<file path="config.mk">
export PLATFORM = sky130hd
export DESIGN_NAME = rrs_square_lane
export DESIGN_NICKNAME = d
export VERILOG_FILES = /design/src/design/rocket_recovery_sequencer_top_macros.svh /design/src/design/rrs_square_lane.sv
export SDC_FILE = /design/constraint.sdc
export NUM_CORES = 1
export LEC_CHECK = 0
export BUFFER_PORTS_ARGS = -buffer_cell sky130_fd_sc_hd__buf_2
export CAP_MARGIN = 20
export CORE_MARGIN = 3
export CORE_UTILIZATION = 60
export DETAILED_ROUTE_END_ITERATION = 6
export PLACE_DENSITY = 0.81
export SLEW_MARGIN = 20
export SYNTH_ARGS = -nofsm -noshare
export SYNTH_HDL_FRONTEND = slang
export SYNTH_SLANG_ARGS = --single-unit
</file>
<file path="constraint.sdc">
create_clock -name clk -period 8.42 [get_ports clk]
set_input_delay 0 -clock clk [delete_from_list [all_inputs] [get_ports clk]]
set_output_delay 0 -clock clk [all_outputs]
set_load 0.02 [all_outputs]
</file>
<file path="src/design/rocket_recovery_sequencer_top_macros.svh">
// assertion helpers
`ifndef ROCKET_RECOVERY_SEQUENCER_TOP_MACROS_SVH
`define ROCKET_RECOVERY_SEQUENCER_TOP_MACROS_SVH
`define RRS_ASSERT(label, clk, rst_n, prop, msg) \
	label: assert property (@(posedge clk) disable iff (!rst_n) prop) else $error(msg);
`define RRS_ASSERT_NEXT(label, clk, rst_n, a, b, msg) \
	label: assert property (@(posedge clk) disable iff (!rst_n) (a) |=> (b)) else $error(msg);
`endif

</file>
<file path="src/design/rrs_square_lane.sv">
`default_nettype none
module rrs_square_lane (
	input  wire logic               clk,
	input  wire logic               en,
	input  wire logic signed [15:0] a,
	output logic [31:0]             sq_q
);
	always_ff @(posedge clk) begin
		if (en) begin
			sq_q <= 32'(a * a);
		end
	end
endmodule
`default_nettype wire

</file>
### Yosys cells after proc, flatten, opt, wreduce, memory -nomap -nowiden

Index checks and enable logic that the tools add are counted.
Widths: inputs -> output; s select.

* multipliers: 1

Operators by type and width (number)
* $mul 16x16->32: 1

* register bits after elaboration: 32
* output and inout port bits: 32
* logic and storage cells: 2

### Logic depth before layout (Yosys ltp)

* depth after elaboration: 1
* mapped depth: 23
* depth with buffers taken out: 22

### Least setup slack after synthesis

No wires, ideal clock.

* path kind: input-to-reg
* start point: input port a[15]
* end point: register sq_q[31] (data pin)
* arrival time: 5810 ps
* required time: 8148 ps
* path slack: 2338 ps
* cell stages on the path: 19
* path buffers: 1
* cell sequence: inv_1 -> buf_1 -> nor2_1 -> fa_1 -> fa_1 -> inv_1 -> fa_1 -> fa_1 -> fa_1 -> fa_1 -> inv_1 -> ha_1 -> a21oi_1 -> o21bai_1 -> a221oi_1 -> o21ai_1 -> a41o_1 -> nor4bb_1 -> or4_1

* word-level cells in the longest chain between the ends: 1

Ends and longest elaborated chain
* from (decl): line rrs_square_lane.sv:5 `input wire logic signed [15:0] a,`
* $mul 16x16->32: line rrs_square_lane.sv:10 `sq_q <= 32'(a * a);`
* to (signal assigned): line rrs_square_lane.sv:10
* to (decl): line rrs_square_lane.sv:6 `output logic [31:0] sq_q`

No other way between the ends.
A chain may end at the register's enable or synchronous reset.

### Worst setup path after layout

Same ends and word-level chain as after synthesis.

==> impl_results.md <==
- Largest net degree at the start of global routing: 32
- Crit path capture type: flop
- Vias in the first global route: 7495
- Dpl ws: 1.41 ns
- Number of cells on the critical path: 19
- CTS tree: yes
- Async SR Flop Fraction: 0%
- Seq/Total Area, Yosys: 9.30%
- Largest Register: sq_q
- Share of cells above drive strength 1: 6.77%
- Yosys reg bits: 31
- Layout area overhead: 5.37%
- CP top delay family: adder cells
- Worst path buffer plus inverter count: 4
- Critical path class: in -> reg
- DRC errors left: 0
- Ys flop type: edfxtp_1
- Detailed Route Iter0 Violations: 263
- CP max stage cell: fa_1
- Antenna cells: 0
- DRT Wirelength: 19900 µm
- Post-CTS Resized: 0
- Drt pass-1 iters: 5
- Die area: 18300 µm²
- # fillers: 1342
- Height of the chip: 135 µm
- Via-to-Cell Ratio: 5.27
- WL per Instance: 15.5 µm
- Max reg flops: 31
- Total track usage: 23.9%
- Synth Instances: 1035
- Setup violations, final: 0
- YS warnings: 0
- Most frequent cells in the layout: inv_1 (326), fa_1 (233), ha_1 (89), nand2_1 (87), buf_2 (48)
- Register Area: 931 µm²
- Remaining Overflow, GRT: 0
- Synth Area per Inst: 9.67 µm²
- CP Cell Sequence: buf_2 -> inv_1 -> nor2_1 -> fa_1 -> fa_1 -> inv_1 -> fa_1 -> fa_1 -> fa_1 -> fa_1 -> inv_1 -> ha_1 -> a21oi_1 -> o21bai_1 -> a221oi_1 -> o21ai_1 -> a41o_1 -> nor4bb_1 -> or4_1
- Final Cycle Share: 80.3%
- Buffers on Ports: 48
- Initial antenna violation count: 0
- CTS clock-pin slew for the worst setup and hold paths: 0.05 ns
- Die X: 135 µm
- RSZ-0062 raised after global routing: false
- Cell count after placement: 1272
- Max Transition Viols Final: 0
- Setup TNS: 0 ns
- Row Count: 46
- Max Cap Viol: 0
- Via count: 6743
- Worst Slack Setup Final: 1.66 ns
- Hold Path Class: in -> reg
- RD Place Congestion: 0.902
- Syn Nets: 1375
- Rel. slew slack: 54.7%
- Highest achievable clock rate: 0.148 GHz
- Most frequent CP cell: fa_1
- Number of CTS-inserted buffers: 5
- Hold Crit Depth: 1
- Post-Route Utilization: 65.5%
- Area of the mapped netlist: 10000 µm²
- Min cycle time layout: 6.76 ns
- I/O pin count: 50
- Deepest clock path buffer count: 2
- Largest regs: sq_q: 31 flops
- CTS Hold Bufs: 0
- Post-DRT Antenna Nets: 0
- Multi-input logic area: 7740 µm²
- Largest stage delay, worst path: 0.86 ns
- Hpwl dp: 17000 µm
- Worst EP arrival: 6.77 ns
- Final hold vios: 0
- Post-synth cell types: 57
- Postcts setup bufs: 0
- Required @ worst endpoint: 8.43 ns
- Actual slew at the worst max-slew pin: 0.680 ns
- Initial Util: 62.1%
- First-pass GRT wire length: 34200 µm
- H-tree depth: 2
- Number of flops mapped to enable cells by yosys: 31
- CTS root buf: clkbuf_16
- Setup crit start kind: primary input
- Final nets: 1403
- TritonCTS Sinks: 31
- Placeable Area: 16100 µm²
- CP max FO: 21
- Commonest non-fill, non-tap cell in the layout: inv_1
- Post-route insts no fill: 1280
- Status: complete, no violations
[kinds of logic after synthesis]
| family | count (synthesis) | share of synthesized area, % |
|---|---|---|
| buffers and inverters | 353 | 13.3 |
| and+or+nand+nor | 195 | 9.23 |
| AOI/OAI and AO/OA | 87 | 5.96 |
| muxes | 3 | 0.300 |
| other | 1 | 0.0375 |
| DFF | 31 | 9.30 |
| adders and majority gates | 322 | 57.7 |
| xor gates and xnor gates | 43 | 4.10 |
[stage by stage]
stage	hold WS [ns]	cell area (µm²)
2_1_floorplan	0.0989	10000
3_3_place_gp	0.437	10400
3_5_place_dp	0.444	10400
4_1_cts	0.160	10500
5_1_grt	0.168	10500
6_report	0.155	10500
[routing by layer]
| metal | routed length, µm | track usage [%] | share of wire [%] |
|---|---|---|---|
| met1 | 7240 | 27.2 | 36 |
| met2 | 11400 | 46.8 | 57 |
| met3 | 621 | 2.60 | 3.1 |
| met4 | 641 | 7.11 | 3.2 |
| met5 | 0 | 0 | 0 |
[cells in the mapped netlist, drive strengths merged, types with 5 or more instances]
| master | n | share of area [%] |
|---|---|---|
| a21o | 11 | 0.84 |
| a21oi | 28 | 1.4 |
| a31o | 5 | 0.44 |
| and2 | 42 | 2.6 |
| and3 | 5 | 0.34 |
| clkbuf | 24 | 0.90 |
| edfxtp | 31 | 9.3 |
| fa | 233 | 47 |
| ha | 89 | 11 |
| inv | 326 | 12 |
| nand2 | 87 | 3.3 |
| nand2b | 5 | 0.31 |
| nor2 | 35 | 1.3 |
| o21ai | 13 | 0.69 |
| xnor2 | 29 | 2.9 |
| xor2 | 14 | 1.2 |
[area by class of cell]
class / instances / share of cell area (%)
Sequential cell: 31 / 8.83
Clock buffer: 5 / 1.19
Timing Repair Buffer: 48 / 2.28
Clock inverter: 3 / 0.142
Tap cell: 216 / 2.56
Inverter: 326 / 11.6
Multi-Input combinational cell: 651 / 73.4
[final timing paths]
kind | from | to | slack (ns)
worst min-delay path | a[0] | sq_q[0] | 0.16
worst max-delay path | a[15] | sq_q[31] | 1.66
Power is not shown: default switching activity piles up to over one toggle a cycle in this logic, so the estimate is an artifact.
