$ cat src/design/rocket_recovery_sequencer_top_macros.svh
// assertion helpers
`ifndef ROCKET_RECOVERY_SEQUENCER_TOP_MACROS_SVH
`define ROCKET_RECOVERY_SEQUENCER_TOP_MACROS_SVH
`define RRS_ASSERT(label, clk, rst_n, prop, msg) \
	label: assert property (@(posedge clk) disable iff (!rst_n) prop) else $error(msg);
`define RRS_ASSERT_NEXT(label, clk, rst_n, a, b, msg) \
	label: assert property (@(posedge clk) disable iff (!rst_n) (a) |=> (b)) else $error(msg);
`endif

$ cat src/design/rrs_root.sv
`default_nettype none
module rrs_root (
	input  wire logic        clk,
	input  wire logic        arst_n,
	input  wire logic        start,
	input  wire logic [33:0] value,
	output logic             busy,
	output logic [15:0]      root_q
);
	logic [4:0]  cnt_q;
	logic [17:0] res_q;
	logic [35:0] rv_q;
	logic [19:0] r_q;
	logic [19:0] t;
	logic [19:0] r2;
	assign busy = (cnt_q != 5'd0);
	always_ff @(posedge clk or negedge arst_n) begin
		if (!arst_n) begin
			cnt_q <= '0;
		end else if (start) begin
			cnt_q <= 5'd17;
		end else if (busy) begin
			cnt_q <= cnt_q - 5'd1;
		end
	end
	assign t = {r_q[17:0], rv_q[35:34]} - {res_q[17:0], 2'b01};
	assign r2 = {r_q[17:0], rv_q[35:34]};
	always_ff @(posedge clk) begin
		if (start) begin
			rv_q  <= {value, 2'b00};
			r_q   <= '0;
			res_q <= '0;
		end else if (busy) begin
			rv_q <= {rv_q[33:0], 2'b00};
			if (!t[19]) begin
				r_q   <= t;
				res_q <= {res_q[16:0], 1'b1};
			end else begin
				r_q   <= r2;
				res_q <= {res_q[16:0], 1'b0};
			end
		end
	end
	assign root_q = res_q[15:0];
endmodule
`default_nettype wire
$ cat config.mk
export PLATFORM = sky130hd
export DESIGN_NAME = rrs_root
export DESIGN_NICKNAME = d
export VERILOG_FILES = /design/src/design/rocket_recovery_sequencer_top_macros.svh /design/src/design/rrs_root.sv
export SDC_FILE = /design/constraint.sdc
export NUM_CORES = 1
export LEC_CHECK = 0
export ABC_AREA = 1
export BUFFER_PORTS_ARGS = -buffer_cell sky130_fd_sc_hd__buf_2
export CORE_AREA = 2 2 113 115
export CTS_BUF_LIST = sky130_fd_sc_hd__clkbuf_8 sky130_fd_sc_hd__clkbuf_16
export CTS_CLUSTER_DIAMETER = 30
export DETAILED_ROUTE_END_ITERATION = 10
export DIE_AREA = 0 0 115 117
export GPL_ROUTABILITY_DRIVEN = 0
export GPL_TIMING_DRIVEN = 0
export PLACE_DENSITY = 0.67
export REMOVE_ABC_BUFFERS = 1
export SLEW_MARGIN = 0
export SYNTH_ARGS = -nofsm -noshare
export SYNTH_HDL_FRONTEND = slang
export SYNTH_SLANG_ARGS = --single-unit
export TNS_END_PERCENT = 10
$ cat constraint.sdc
create_clock -name clk -period 2.1 [get_ports clk]
set_clock_uncertainty 0.15 [all_clocks]
set_input_delay 0.21 -clock clk [delete_from_list [all_inputs] [get_ports clk]]
set_output_delay 0.21 -clock clk [all_outputs]
set_load 0.02 [all_outputs]
# Word level (Yosys, flattened, before mapping)
# Index checks and enable logic that the tools add are counted.
[word_totals]
ff_bits = 75
input_bits = 37
word_cells = 14
[classes]
n_addsub = 2
mux = 6
n_reduce_logical = 2
[op_table]
columns = ["cell", "n"]
rows = [
  ["$mux W36", 2],
  ["$sub A20 B20 Y20", 1],
  ["$mux W18", 1],
  ["$mux W5", 2],
  ["$reduce_bool A5 Y1", 1],
  ["$sub A5 B1 Y5 const B", 1],
  ["$reduce_bool A2 Y1", 1],
  ["$mux W1", 1],
]

# Longest topological paths before layout
[depth]
word_depth = 3
depth_mapped = 16
mapped_depth_nobuf = 16

# Least setup slack after synthesis
# OpenSTA, ideal clock, no wires.
[synth_timing]
path_kind = "reg-to-reg"
startpoint = "register cnt_q[0]"
endpoint = "register rv_q[10], enable pin"
setup_ns = 0.389
arrival_time_ns = 1.755
required_ns = 1.561
path_slack_ns = -0.194
path_stages_with_launch = 7
path_cell_list = "dfrtp_1 inv_1 ha_1 nand3_1 clkbuf_1 nor2_1 inv_1"
[synth_via]
elab_chain_cells = 2
[synth_lines]
columns = ["element", "line_no", "source"]
rows = [
  ["start: declaration", "rrs_root.sv:10", "logic [4:0] cnt_q;"],
  ["start signal: assignment", "rrs_root.sv:23", "cnt_q <= cnt_q - 5'd1;"],
  ["$reduce_bool A5 Y1", "rrs_root.sv:16", "assign busy = (cnt_q != 5'd0);"],
  ["$reduce_bool A2 Y1 (no source line)", "n/a", ""],
  ["end signal: assignment", "rrs_root.sv:30", "rv_q <= {value, 2'b00};"],
  ["end signal: assignment", "rrs_root.sv:34", "rv_q <= {rv_q[33:0], 2'b00};"],
  ["end: declaration", "rrs_root.sv:12", "logic [35:0] rv_q;"],
]
# Every way passes these cells.
# A chain may end at the register's enable or synchronous reset.

# Final worst setup path
[layout_timing]
startpoint = "register res_q[2]"
endpoint = "register r_q[8]"
[layout_via]
elab_chain_cells = 2
[layout_lines]
columns = ["element", "line_no", "source"]
rows = [
  ["start: declaration", "rrs_root.sv:11", "logic [17:0] res_q;"],
  ["start signal: assignment", "rrs_root.sv:37", "res_q <= {res_q[16:0], 1'b1};"],
  ["start signal: assignment", "rrs_root.sv:40", "res_q <= {res_q[16:0], 1'b0};"],
  ["$sub A20 B20 Y20", "rrs_root.sv:26", "assign t = {r_q[17:0], rv_q[35:34]} - {res_q[17:0], 2'b01};"],
  ["$mux W18", "rrs_root.sv:35", "if (!t[19]) begin"],
  ["end signal: assignment", "rrs_root.sv:36", "r_q <= t;"],
  ["end signal: assignment", "rrs_root.sv:39", "r_q <= r2;"],
  ["end: declaration", "rrs_root.sv:13", "logic [19:0] r_q;"],
]
# Every way passes these cells.

==> impl_metrics.py <==
metrics = {
    "run": {
        "max-cap-violations": 0,
    },
    "floorplan": {
        "core_region_area_sq_um": 12300,
        "start_util": 0.389,
        "std_cell_rows": 41,
        "dieWidth_microns": 115,
        "die_y_microns": 117,
        "ios": 54,
        "die_area_sq_um": 13500,
    },
    "setup_path": {
        "cp-start-kind": "register",
        "critPathCaptureType": "register",
        "critPathMaxFanout": 4,
        "cpMaxStageDelayCell": "dfxtp_2",
        "required_ns": 2.18,
        "cp_slowest_stage_delay_ns": 0.33,
        "crit_top_cell": "nand2_2",
        "crit_path_cell_trace": "inv_2 -> ha_4 -> nand2_2 -> nand2_2 -> nand2_1 -> nand2_1 -> nand2_2 -> nand2_2 -> nand2_4 -> nand3_4 -> buf_12 -> nand2_8 -> nand3_2 -> nand3_2 -> nand2_1 -> inv_1",
        "arrival_ns": 2.22,
        "worstSetupPathType": "reg2reg",
    },
    "placed_design": {
        "hpwl_mm": 6.77,
        "dp_cells": 827,
        "preCtsSetupSlack_ns": -0.743,
        "io_buffer_count": 53,
        "placed_cell_area_sq_um": 5030,
    },
    "cells_and_area": {
        "antennaDiodeCount": 0,
        "utilization": 0.531,
        "layout.area.seq_sq_um": 1890,
        "syn_to_final_growth_pct": 36.7,
        "stdcell_area_sq_um": 6540,
        "nFillCells": 1117,
        "fin_nets": 813,
        "instances_no_fill": 911,
        "drive_above_1_share": 0.315,
        "multiInputGateArea_sq_um": 2800,
    },
    "yosys": {
        "synth_cell_types": 39,
        "ys_seq_area_frac": 0.390,
        "synth-main-ff-cell": "dfxtp_1",
        "avgSynthCellArea_sq_um": 7.23,
        "synth_area_leaders": "edfxtp_1 21%, nand2_1 17%, dfxtp_1 15%",
        "yosysTopAreaCellShare": 0.213,
        "synth_cells": 662,
        "synth_enable_flop_cells": 34,
        "synth_area_sq_um": 4780,
        "synth-seq-cells": 75,
        "synthArstFlopShare": 0.0667,
        "yosysTopAreaCell": "edfxtp_1",
        "ys_warn_count": 0,
    },
    "power": {
        "irDropWorstVdd_uv": 572,
        "p_clk_frac": 0.168,
        "netSwitchingFraction": 0.449,
        "p_int_mw": 5.24,
        "p_total_mw": 9.51,
        "p_leak_nw": 3.29,
        "p_seq_frac": 0.211,
        "power_density_nw_per_um2": 1450,
        "comb_power_share": 0.621,
        "netSwitchingPower_mw": 4.27,
    },
    "sta": {
        "worst_pin_slew_ns": 0.760,
        "fin_setup_tns_ns": -0.0874,
        "hold_viol": 0,
        "slew_headroom": 0.494,
        "slew_violations": 0,
        "setup_viol": 6,
        "fmax_ghz": 0.467,
        "rsz0062_at_grt": "yes",
        "worst_hold_slack_ns": 0.0452,
        "finalWorstSetupSlack_ns": -0.0402,
        "period_share": 1.02,
        "layout_min_cycle_time_ns": 2.14,
    },
    "worst_hold_path": {
        "hold_path.class": "in2reg",
    },
    "clock_network": {
        "cts_root_buf": "clkbuf_16",
        "numCtsBuffers": 9,
        "insertion_delay_ns": 0.34,
        "cts.path.max_buffers": 2,
        "clock_sinks": 75,
        "clk_pin_slew_ns": 0.06,
        "cts_tree": "done",
        "cts_max_level": 3,
    },
    "route": {
        "drc": 0,
        "firstDrtPassIters": 4,
        "ant_nets": 0,
        "via_per_inst": 4.90,
        "drt_iter0_drc": 275,
        "vias": 4460,
        "wl_per_cell_microns": 13.7,
        "drt-total-wl_mm": 12.5,
    },
    "global_route": {
        "grtUsageTotal": 0.192,
        "grt_pass1_vias": 4286,
        "overflow": 0,
        "grt_max_degree": 47,
        "antenna_found_initial": 0,
        "grt_pass1_wl_mm": 20.4,
    },
    "status": {
        "violations": "setup timing",
        "outcome": "complete, but fails checks",
    },
}
## layout by cell type (no fill, tap or decap), drive strengths merged, types with 10 or more instances in the layout
cell type	count
nand2	236
a21oi	31
dfxtp	36
buf	84
ha	20
o21ai	37
edfxtp	34
clkbuf	10
nand3	64
inv	113
nor2	23
dlygate4sd3	33
## power by group through the flow
stage                     Sequential [mW]  Combinational (mW)  Clock, mW
after CTS                            1.97                5.07       1.62
after detailed placement             1.95                4.03          0
final                                2.01                5.91       1.60
after global routing                 2.04                6.49       1.67
after floorplan                      1.95                3.21          0
after global placement               1.95                4.00          0
## state kept, by name, indices dropped and copies added, names as in the netlist
register and flops:
rv_q 34, r_q 18, res_q 18, cnt_q 5
## worst paths after layout
check / cells past startpoint / start / slack, ns / to
setup / recovery: 16 / res_q[2] / -0.04 / r_q[8]
hold / removal: 3 / value[20] / 0.05 / rv_q[22]
setup reg to reg: 16 / res_q[2] / -0.04 / r_q[8]
hold reg to reg: 2 / res_q[2] / 0.34 / res_q[3]
max in group asynchronous: 2 / arst_n / 1.61 / cnt_q[1]
min in group asynchronous: 2 / arst_n / 0.06 / cnt_q[0]
## critical path, delay by kind of cell, from the launching register on
family,cells,cell delay [ns]
and+or+nand+nor,12,1.00
DFF,1,0.33
adders and majority gates,1,0.28
buffers and inverters,3,0.26
## synthesized netlist by cell type (2+ instances only)
cell	number
a21oi_1	30
clkbuf_1	18
nand3_2	10
ha_1	20
nand2_2	6
nand2_1	223
edfxtp_1	34
nand4_1	4
xor2_1	5
nor2_2	2
dfxtp_1	36
buf_4	17
o31ai_1	2
o21ai_0	37
inv_1	109
nand4_4	2
nand3_1	52
nor3_1	2
and2_1	2
buf_6	2
or2_2	2
xnor2_1	2
dfrtp_1	5
nand2_4	3
buf_2	2
inv_2	3
nor2_1	18
nor2_4	3
## per-layer routing
| layer | global-route usage | up-vias | routed length [microns] |
|---|---|---|---|
| li1 | - | 2267 | - |
| met1 | 0.229 | 2052 | 5240 |
| met2 | 0.339 | 111 | 6310 |
| met3 | 0.0396 | 30 | 527 |
| met4 | 0.0771 | 0 | 399 |
| met5 | 0 | - | 0 |
## cell families after synthesis
group	count (synthesis)	synth area share
DFF	75	0.390
xor gates and xnor gates	8	0.0162
adders and majority gates	20	0.0523
AOI/OAI and AO/OA	75	0.0845
buffers and inverters	152	0.140
and+or+nand+nor	332	0.317
## timing repair
action,4_1_cts,5_1_grt
resized for setup,45,81
hold endpoints to repair,37,0
gates cloned,6,0
hold buffers,33,0
pin swaps,9,36
setup endpoints to repair,64,27
setup buffers,14,15
## cell type report
class                           count  share of cell area
Sequential cell                    75               0.290
Clock buffer                       10              0.0365
Tap cell                          150              0.0287
Timing Repair Buffer              117               0.141
Timing Repair inverter              1             0.00115
Clock inverter                      6             0.00995
Multi-Input combinational cell    440               0.428
Inverter                          112              0.0649
No activity file was read; power rests on OpenSTA's default activity.
